$ cat config.mk
export PLATFORM = sky130hd
export DESIGN_NAME = apt_merge
export DESIGN_NICKNAME = d
export VERILOG_FILES = /design/src/sv/apt_pkg.sv /design/src/sv/apt_merge.sv
export SDC_FILE = /design/constraint.sdc
export NUM_CORES = 1
export LEC_CHECK = 0
export ABC_AREA = 1
export BUFFER_PORTS_ARGS = -buffer_cell sky130_fd_sc_hd__buf_2
export CAP_MARGIN = 5
export CORE_ASPECT_RATIO = 1.4
export CORE_MARGIN = 2
export CORE_UTILIZATION = 25
export DETAILED_ROUTE_END_ITERATION = 8
export PLACE_DENSITY_LB_ADDON = 0.12
export SETUP_SLACK_MARGIN = 0.1
export SYNTH_ARGS = -nofsm -noshare
export SYNTH_HDL_FRONTEND = slang
export SYNTH_SLANG_ARGS = --single-unit
export TNS_END_PERCENT = 30
$ cat constraint.sdc
create_clock -name clk -period 2.24 [get_ports clk]
set_clock_uncertainty 0.1 [all_clocks]
set_input_delay 0.448 -clock clk [delete_from_list [all_inputs] [get_ports clk]]
set_output_delay 0.448 -clock clk [all_outputs]
set_load 0.005 [all_outputs]
$ cat src/sv/apt_pkg.sv
// Shared constants, register codes and lane result type for the affine point transform.
`default_nettype none

package apt_pkg;

  localparam int DEF_FRAC_BITS   = 16;
  localparam int DEF_COORD_WIDTH = 32;
  localparam int COEF_WIDTH      = 32;
  localparam int OUT_COORD_WIDTH = 32;
  localparam int NUM_ROWS        = 3;
  localparam int NUM_CFG_REGS    = 6;
  localparam int CFG_IDX_WIDTH   = 3;
  localparam int CFG_DATA_WIDTH  = 64;
  localparam int IN_DATA_WIDTH   = 96;
  localparam int OUT_DATA_WIDTH  = 96;

  typedef enum logic [CFG_IDX_WIDTH-1:0] {
    REG_ROW0_COLS01 = 3'd0,
    REG_ROW0_COLS23 = 3'd1,
    REG_ROW1_COLS01 = 3'd2,
    REG_ROW1_COLS23 = 3'd3,
    REG_ROW2_COLS01 = 3'd4,
    REG_ROW2_COLS23 = 3'd5
  } cfg_idx_t;

  // One row's finished coordinate, sign-extended to the output width, with its saturation flag.
  typedef struct packed {
    logic [OUT_COORD_WIDTH-1:0] coord;
    logic                       sat;
  } lane_res_t;

endpackage

`default_nettype wire

$ cat src/sv/apt_merge.sv
// Output stage: joins the three lane results, ORs the saturation flags, holds the beat.
`default_nettype none

module apt_merge (
  input  wire logic                                  clk,
  input  wire logic                                  rst_n,
  input  wire logic                                  res_valid,
  input  wire apt_pkg::lane_res_t                    res_x,
  input  wire apt_pkg::lane_res_t                    res_y,
  input  wire apt_pkg::lane_res_t                    res_z,
  input  wire logic                                  res_last,
  output logic                                       advance,
  output logic                                       out_tvalid,
  input  wire logic                                  out_tready,
  output logic [apt_pkg::OUT_DATA_WIDTH-1:0]         out_tdata,
  output logic                                       out_tuser,
  output logic                                       out_tlast
);

  logic                              valid_r, valid_nxt;
  logic [apt_pkg::OUT_DATA_WIDTH-1:0] data_r;
  logic                              ovf_r, last_r;

  // The whole pipe moves whenever the output slot is empty or being drained.
  assign advance   = !valid_r || out_tready;
  assign valid_nxt = advance ? res_valid : valid_r;

  always_ff @(posedge clk) begin
    if (!rst_n) begin
      valid_r <= 1'b0;
    end else begin
      valid_r <= valid_nxt;
    end
  end

  always_ff @(posedge clk) begin
    if (advance) begin
      data_r <= {res_z.coord, res_y.coord, res_x.coord};
      ovf_r  <= res_x.sat | res_y.sat | res_z.sat;
      last_r <= res_last;
    end
  end

  assign out_tvalid = valid_r;
  assign out_tdata  = data_r;
  assign out_tuser  = ovf_r;
  assign out_tlast  = last_r;

endmodule

`default_nettype wire

======== Word-level counts from Yosys, hierarchy flattened ========
Cells that the tools add are included.
cells by class
  add/sub/neg operators ................... 0
  multiplexer cells ....................... 0
  bitwise logic cells ..................... 2
  divide/modulo/power cells ............... 0
  shift operators ......................... 0
  equal/unequal tests ..................... 0
  $lt $le $gt $ge ......................... 0
  multiply operators ...................... 0
  reductions and logical operators ........ 2
operators with widths
  operator           count
  bitwise OR 1 bit   2
  logical NOT 1 bit  1
  logical OR 1 bit   1
storage, ports and cells
  input bits .............................. 104
  memory bits (read-only) ................. 0
  memories ................................ 0
  output and inout bits ................... 100
  bits in writable memories ............... 0
  latch bits .............................. 0
  bits in registers ....................... 99

======== Logic depth before layout (Yosys ltp) ========
Gate-level depths: netlist of run 1.
  depth in word-level cells ............... 2
  mapped depth ............................ 3
  mapped depth without buffers ............ 3

======== Worst setup path before layout of run 1 ========
OpenSTA, ideal clock, no wires.
  kind .................................... input port to output port
  from .................................... input out_tready
  to ...................................... output advance
  data arrival time ....................... 1.688 ns
  required time ........................... 1.692 ns
  slack ................................... 0.004 ns
  stages .................................. 2
  cells stage by stage .................... inv_1 -> nand2_2
on the way
  word-level cells in the longest chain between the ends .. 1
RTL lines
  what                line             text
  start: declaration  apt_merge.sv:14  input wire logic out_tready,
  logical OR 1 bit    apt_merge.sv:25  assign advance = !valid_r || out_tready;
  end: declaration    apt_merge.sv:12  output logic advance,
No other way between the ends.

======== Final worst setup path of run 1 ========
  from .................................... register valid_r (netlist: out_tvalid)
  to ...................................... output advance
on the way
  word-level cells in the longest chain between the ends .. 2
RTL lines
  what                      line             text
  start: declaration        apt_merge.sv:20  logic valid_r, valid_nxt;
  start signal: assignment  apt_merge.sv:32  valid_r <= valid_nxt;
  logical NOT 1 bit         apt_merge.sv:25
  logical OR 1 bit          apt_merge.sv:25
No other way between the ends.

==> results.md, run 1 <==
- Status: finished clean
- Routed length per instance: 15.6 um
- Max-Slew Margin vs Limit: 83.4%
- Largest family of logic cells by synthesized area: buffers and inverters
- Sw frac: 20.4%
- Placed Area: 4250 um2
- Comb power frac: 7.1%
- Number of DRC markers in iteration 0: 60
- Top post-synthesis cells by area: edfxtp_1, dfxtp_1, inv_1, a21oi_2, nand2_2
- CTS H-tree depth: 3
- Slew Limit Fails: 0
- Final period demand of the worst path: 1590 ps
- Hold path cells: 1
- CP Launch Type: register
- Hold EP: out_tdata[3]$_DFFE_PP_
- Syn_nets: 211
- Hold buffers post-CTS: 0
- Unrepaired setup endpoints after global routing: false
- Met1 Use GR: 10.7%
- CTS max path bufs: 2
- Die area: 12900 um2
- Area share of the largest cell type after synthesis: 98.1%
- Lkg Pwr: 2.00 nW
- Post-cts sizing count: 0
- Peak supply drop: 0.346 mV
- CTS tree: built
- Die span in x: 96.6 um
- Num CTS Buffers: 9
- M3 GR Usage: 5.32%
- Via count: 1811
- Post-Synth XOR/XNOR Area: 0%
- Syn Inst Count: 107
- Flops & latches, synth: 99
- Row cnt: 47
- Initial core utilization: 25.5%
- Fillers: 1174
- Yosys warns: 0
- Non-Filler Cell Area, Final: 4510 um2
- Reg2reg setup slack: 980 ps
- Clock root cell: clkbuf_16
- Insertion delay to the later sink of the worst-skew pair: 330 ps
- Setup violators final: 0
- Synth cell types: 7
- CTS Sinks: 99
- Critical path class: reg -> out
- Critical Path End Type: output port
- Worst Hold Class: in -> reg
- Max_cap viols: 0
- Most frequent cells in the layout: buf_2, edfxtp_1, clkbuf_16, inv_1, clkinv_2
- Post-Syn Area: 3000 um2
- Tot Pwr: 3.86 mW
- DRT Pass-1 Iters: 4
- Worst Tran Pin Value: 250 ps
- Compound-gate portion of the synthesized area: 0.292%
- P_sw: 0.785 mW
- Largest net degree at the start of global routing: 47
- Final Routed Wirelength: 7.44 mm
- Final Hold Viols: 0
- DRT antenna net count: 0
- Hold Startpoint: res_x[4]
- Pint: 3.07 mW
- Vias per Instance: 3.80
- Pwr/cell area: 854 nW/um2
- Worst Hold Slack: 177 ps
- Clock network power share: 35.8%
- Area Overhead vs Synth: 50.4%
- GRT busiest layer: met2
- Register share of total power: 57.2%
- Initial antenna violation count: 3
- # IOs: 204
- Vias in the first global route: 1843
- Syn avg cell area: 28.0 um2
- CP Data Required Time: 1690 ps
- Port buffer count: 203
- Grt ovf: 0
- Setup bufs post-CTS: 0
- Post-synthesis sequential area ratio: 98.7%
- Share of cells above drive strength 1: 67.4%
- Post-synthesis mux area share: 0%
- Leading area contributor after synthesis: edfxtp_1
- Post-DP HPWL: 5.72 mm
- Multi-input gate area: 27.5 um2
- Core ar.: 11800 um2
- Die height: 134 um
- Gp weighted congestion: 0.716
- Simple-gate portion of the synthesized area: 0.459%
- Clk slew on worst S/H paths: 70 ps
- Total negative setup slack: 0 ps
- Global-route wire length before repair: 10.3 mm
- Synth Area in Adders: 0%
- Critical path arrival: 1040 ps
- Commonest non-fill, non-tap cell in the layout: buf_2
- Final worst-path cycle share: 71.0%
- Core Util, Final: 38.4%
- RR Endpoint: out_tdata[54]$_DFFE_PP_
- DRC viols: 0
- Highest Clock Rate: 0.629 GHz
- Crit Path Max Fanout: 14
- GRT met2 Usage: 19.9%
- Worst r2r path cells: 2
- Nets@finish: 427
- Register area: 2960 um2
- R2R Path Start: out_tvalid$_SDFFE_PN0P_
- GRT Total Usage: 11.4%
[how the worst max path moves through the flow]
stage | startpoint | endpoint | slack [ps]
5_1_grt | out_tvalid$_SDFFE_PN0P_ | advance | 570
4_1_cts | out_tvalid$_SDFFE_PN0P_ | advance | 620
6_report | out_tvalid$_SDFFE_PN0P_ | advance | 650
3_3_place_gp | out_tready | out_tdata[44]$_DFFE_PP_ | 710
2_1_floorplan | out_tready | advance | 500
3_5_place_dp | out_tready | out_tdata[7]$_DFFE_PP_ | 710
[per-layer routing]
metal  wire (um)  up-vias
li1            -      860
met1        2330      834
met2        4230      100
met3         705       15
met4         153        2
met5          13        -
[synthesized netlist by cell type, drive strengths merged]
| cell | count |
|---|---|
| a21oi | 1 |
| dfxtp | 1 |
| edfxtp | 98 |
| inv | 4 |
| nand2 | 2 |
| nor2 | 1 |
[cells by family (layout without fill, tap and decap cells)]
| kind of cell | after synthesis | in the layout |
|---|---|---|
| AO/OA/AOI/OAI | 1 | 1 |
| buffers and inverters | 4 | 225 |
| flip-flops | 99 | 99 |
| other | 0 | 2 |
| AND/OR/NAND/NOR | 3 | 3 |
[power by group through the flow]
stage	sequential [mW]	combinational [mW]	clock (mW)
3_3_place_gp	2.24	0.279	0
4_1_cts	2.21	0.283	1.43
6_report	2.20	0.274	1.38
2_1_floorplan	2.27	0.0264	0
5_1_grt	2.22	0.300	1.52
3_5_place_dp	2.25	0.282	0
[worst max-delay path: stages (launching register included)]
cell	delay, ps
dfxtp_1	360
nand2_4	160
buf_2	180
[area by class of cell]
cell class / count / share of cell area, %
flip-flops and latches: 99 / 65.7
repair buffers: 205 / 23.4
clock buffers: 11 / 5.16
well taps: 147 / 4.08
clock inverters: 5 / 0.665
multi-input cells: 4 / 0.610
inverters: 4 / 0.333
diodes: 2 / 0.111
[sequential cells by signal, indices dropped and copies added (netlist names)]
name        flops
out_tvalid      1
out_tlast       1
out_tuser       1
out_tdata      96
[per-stage QoR]
stage | instances | setup WS, ps
floorplan | 107 | 497
global placement | 459 | 713
detailed placement | 459 | 709
CTS | 475 | 615
global route | 477 | 574
finish | 477 | 651
(Power assumes the default switching activity.)
==> run 2: changes to the inputs <==
--- a/config.mk
+++ b/config.mk
@@ -5,7 +5,7 @@
 export SDC_FILE = /design/constraint.sdc
 export NUM_CORES = 1
 export LEC_CHECK = 0
-export ABC_AREA = 1
+export ABC_AREA = 0
 export BUFFER_PORTS_ARGS = -buffer_cell sky130_fd_sc_hd__buf_2
 export CAP_MARGIN = 5
 export CORE_ASPECT_RATIO = 1.4
==> constraint.sdc (replaced) <==
create_clock -name clk -period 1.4 [get_ports clk]
set_clock_uncertainty 0.1 [all_clocks]
set_input_delay 0.28 -clock clk [delete_from_list [all_inputs] [get_ports clk]]
set_output_delay 0.28 -clock clk [all_outputs]
set_load 0.005 [all_outputs]
==> run 2 against run 1 <==
  * Cell area increased by 4.8%
  * First-iteration DRC count decreased by 13%
  * Core utilization increased by 1.8 points
  * Clock power increased by 59%
  * Hold slack got worse by 160 ps
  * Global-route usage increased by 0.27 points
  * Sequential share of layout area decreased by 3.0 points
  * Combinational power increased by 82%
  * Highest routed layer unchanged
==> results.md, run 2 <==
- Status: finished clean (unchanged)
- Post-Syn Area: 2990 um2 (was 3000 um2)
- Clock root cell: clkbuf_16 (unchanged)
- CTS max path bufs: 2 (unchanged)
- Num CTS Buffers: 9 (unchanged)
- Die height: 133 um (was 134 um)
- Max_cap viols: 0 (unchanged)
- Post-synthesis sequential area ratio: 99.0% (was 98.7%)
- Most common cell in the netlist: edfxtp_1 (unchanged)
- Yosys warns: 0 (unchanged)
- Routed length per instance: 15.6 um (about the same)
- Reg2reg setup slack: 140 ps (was 980 ps)
- Placed Area: 4280 um2 (was 4250 um2)
- R2R Path Start: out_tvalid$_SDFFE_PN0P_ (unchanged)
- Initial antenna violation count: 1 (was 3)
- Max-Slew Margin vs Limit: 81.4% (was 83.4%)
- Die area: 12900 um2 (about the same)
- DRT Pass-1 Iters: 4 (unchanged)
- CTS Sinks: 99 (unchanged)
- Critical Path End Type: output port (unchanged)
- Die span in x: 96.5 um (was 96.6 um)
- Final period demand of the worst path: 1360 ps
- Dpl cells: 458 (was 459)
- Final Hold Viols: 0 (unchanged)
- # IOs: 204 (unchanged)
- RR Endpoint: out_tdata[44]$_DFFE_PP_ (was out_tdata[54]$_DFFE_PP_)
- Synth cell types: 6 (was 7)
- DRT antenna net count: 0 (unchanged)
- Largest net degree at the start of global routing: 53 (was 47)
- Initial core utilization: 25.5% (about the same)
- Fillers: 1165 (was 1174)
- Global-route wire length before repair: 10.5 mm (was 10.3 mm)
- Syn Inst Count: 103 (was 107)
- Nets@finish: 442 (was 427)
- Worst Hold Class: in -> reg (unchanged)
- Worst Tran Pin Value: 279 ps (was 250 ps)
- Vias in the first global route: 1918 (was 1843)
- Flops & latches, synth: 99 (unchanged)
- Max reg flops: 96 (unchanged)
- Syn_nets: 207 (was 211)
- Top post-synthesis cells by area: edfxtp_1, dfxtp_1, nand2b_4, a21boi_0, or3_1 (was edfxtp_1, dfxtp_1, inv_1, a21oi_2, nand2_2)
- Most used flip-flop cell after synthesis: edfxtp_1 (unchanged)
- Area share of the largest cell type after synthesis: 98.3% (was 98.1%)
- Final worst-path cycle share: 96.8%
- Port buffer count: 203 (unchanged)
- Commonest non-fill, non-tap cell in the layout: buf_2 (unchanged)
- Share of cells above drive strength 1: 65.9% (was 67.4%)
- Core ar.: 11800 um2 (unchanged)
- Peak supply drop: 0.522 mV (was 0.346 mV)
- Pwr/cell area: 1320 nW/um2 (was 854 nW/um2)
- Critical path class: reg -> out (unchanged)
- Non-Filler Cell Area, Final: 4730 um2 (was 4510 um2)
- Worst r2r path cells: 4 (was 2)
- Via count: 1876 (was 1811)
- Final Routed Wirelength: 7.62 mm (was 7.44 mm)
- Unrepaired setup endpoints after global routing: true (was false)
- Hold Startpoint: res_y[2] (was res_x[4])
- Lkg Pwr: 2.09 nW (was 2.00 nW)
- Area Overhead vs Synth: 57.9% (was 50.4%)
- Gp weighted congestion: 0.699 (was 0.716)
- Insertion delay to the later sink of the worst-skew pair: 330 ps (about the same)
- Vias per Instance: 3.83 (was 3.80)
- EDFF count, synth: 98 (unchanged)
- CTS tree: built (unchanged)
- Row cnt: 47 (unchanged)
- DRC viols: 0 (unchanged)
- Hold path cells: 1 (unchanged)
- CP Data Required Time: 1020 ps (was 1690 ps)
- Core Util, Final: 40.2% (was 38.4%)
- Setup violators final: 0 (unchanged)
- Crit Path Max Fanout: 2 (was 14)
- CTS H-tree depth: 3 (unchanged)
- Async SR Flop Fraction: 0% (unchanged)
- Clk slew on worst S/H paths: 70 ps (about the same)
- CP Launch Type: register (unchanged)
- Worst Hold Slack: 15.2 ps (was 177 ps)
- Final Non-Filler Cells: 490 (was 477)
- Slew Limit Fails: 0 (unchanged)
- Leading area contributor after synthesis: edfxtp_1 (unchanged)
- Syn avg cell area: 29.1 um2 (was 28.0 um2)
- Inserted Diodes: 0 (was 2)
- Most frequent cells in the layout: buf_2, edfxtp_1, dlygate4sd3_1, clkbuf_16 (was buf_2, edfxtp_1, clkbuf_16, inv_1, clkinv_2)
- Hold EP: out_tdata[33]$_DFFE_PP_ (was out_tdata[3]$_DFFE_PP_)
- GRT Total Usage: 11.6% (was 11.4%)
- Number of DRC markers in iteration 0: 52 (was 60)
- Highest Clock Rate: 0.738 GHz
- Grt ovf: 0 (unchanged)
- Critical path arrival: 980 ps (was 1040 ps)
==> run 2: layout make-up <==
class / count / area, um2 / area share (%)
sequential: 99 / 2960 / 62.7
timing repair buffer: 224 / 1280 / 27.2
clock buffer: 12 / 236 / 5.00
tap: 147 / 184 / 3.89
multi-input combinational: 3 / 27.5 / 0.582
clock inverter: 4 / 27.5 / 0.582
inverter: 1 / 3.75 / 0.0794
==> run 2: where the power goes <==
| group | leakage (nW) | internal, mW | switching [mW] |
|---|---|---|---|
| Combinational | 0.948 | 0.285 | 0.212 |
| Sequential | 1.02 | 3.48 | 0.0437 |
| Clock | 0.120 | 1.20 | 0.997 |
==> run 2: kinds of logic (layout without fill, tap and decap cells) <==
group           count (synthesis)  count (layout)  synth area share [%]
compound gates                  1               1                 0.251
buf+inv                         1             241                 0.125
flops                          99              99                  99.0
simple gates                    2               2                 0.669
==> run 2: worst max-delay path by stage <==
stage                                 start                       to  slack [ps]  cells past startpoint
floorplan           out_tvalid$_SDFFE_PN0P_   out_tdata[0]$_DFFE_PP_        -130                      1
global placement                 out_tready  out_tdata[71]$_DFFE_PP_         150                      4
detailed placement               out_tready  out_tdata[44]$_DFFE_PP_         140                      4
CTS                 out_tvalid$_SDFFE_PN0P_                  advance          20                      3
global route        out_tvalid$_SDFFE_PN0P_                  advance           8                      3
finish              out_tvalid$_SDFFE_PN0P_                  advance          40                      3
==> run 2: metrics by stage <==
| step | setup TNS [ps] | power, mW | setup WS [ps] |
|---|---|---|---|
| final | 0 | 6.22 | 44.6 |
| after global routing | 0 | 6.50 | 8.29 |
| after CTS | 0 | 6.31 | 22.5 |
| after detailed placement | 0 | 4.06 | 136 |
| after global placement | 0 | 4.05 | 152 |
| after floorplan | -12410 | 3.67 | -126 |
==> run 2: critical path: stages, from the launching register on <==
cell and delay [ps]:
dfxtp_2 350, nand2b_4 70, buf_12 130, buf_6 100
==> run 2: repair_timing <==
item | in CTS | in global routing
hold buffers | 0 | 12
setup endpoints to repair | 1 | 19
gates resized for setup | 1 | 0
gates cloned | 1 | 0
setup buffers | 3 | 0
hold endpoints to repair | 0 | 12
==> run 2: routing by layer <==
metal  wire [um]  track usage, %
met4         180            5.32
met3         687            4.81
met1        2440            11.3
met2        4300            20.8
met5          12               0
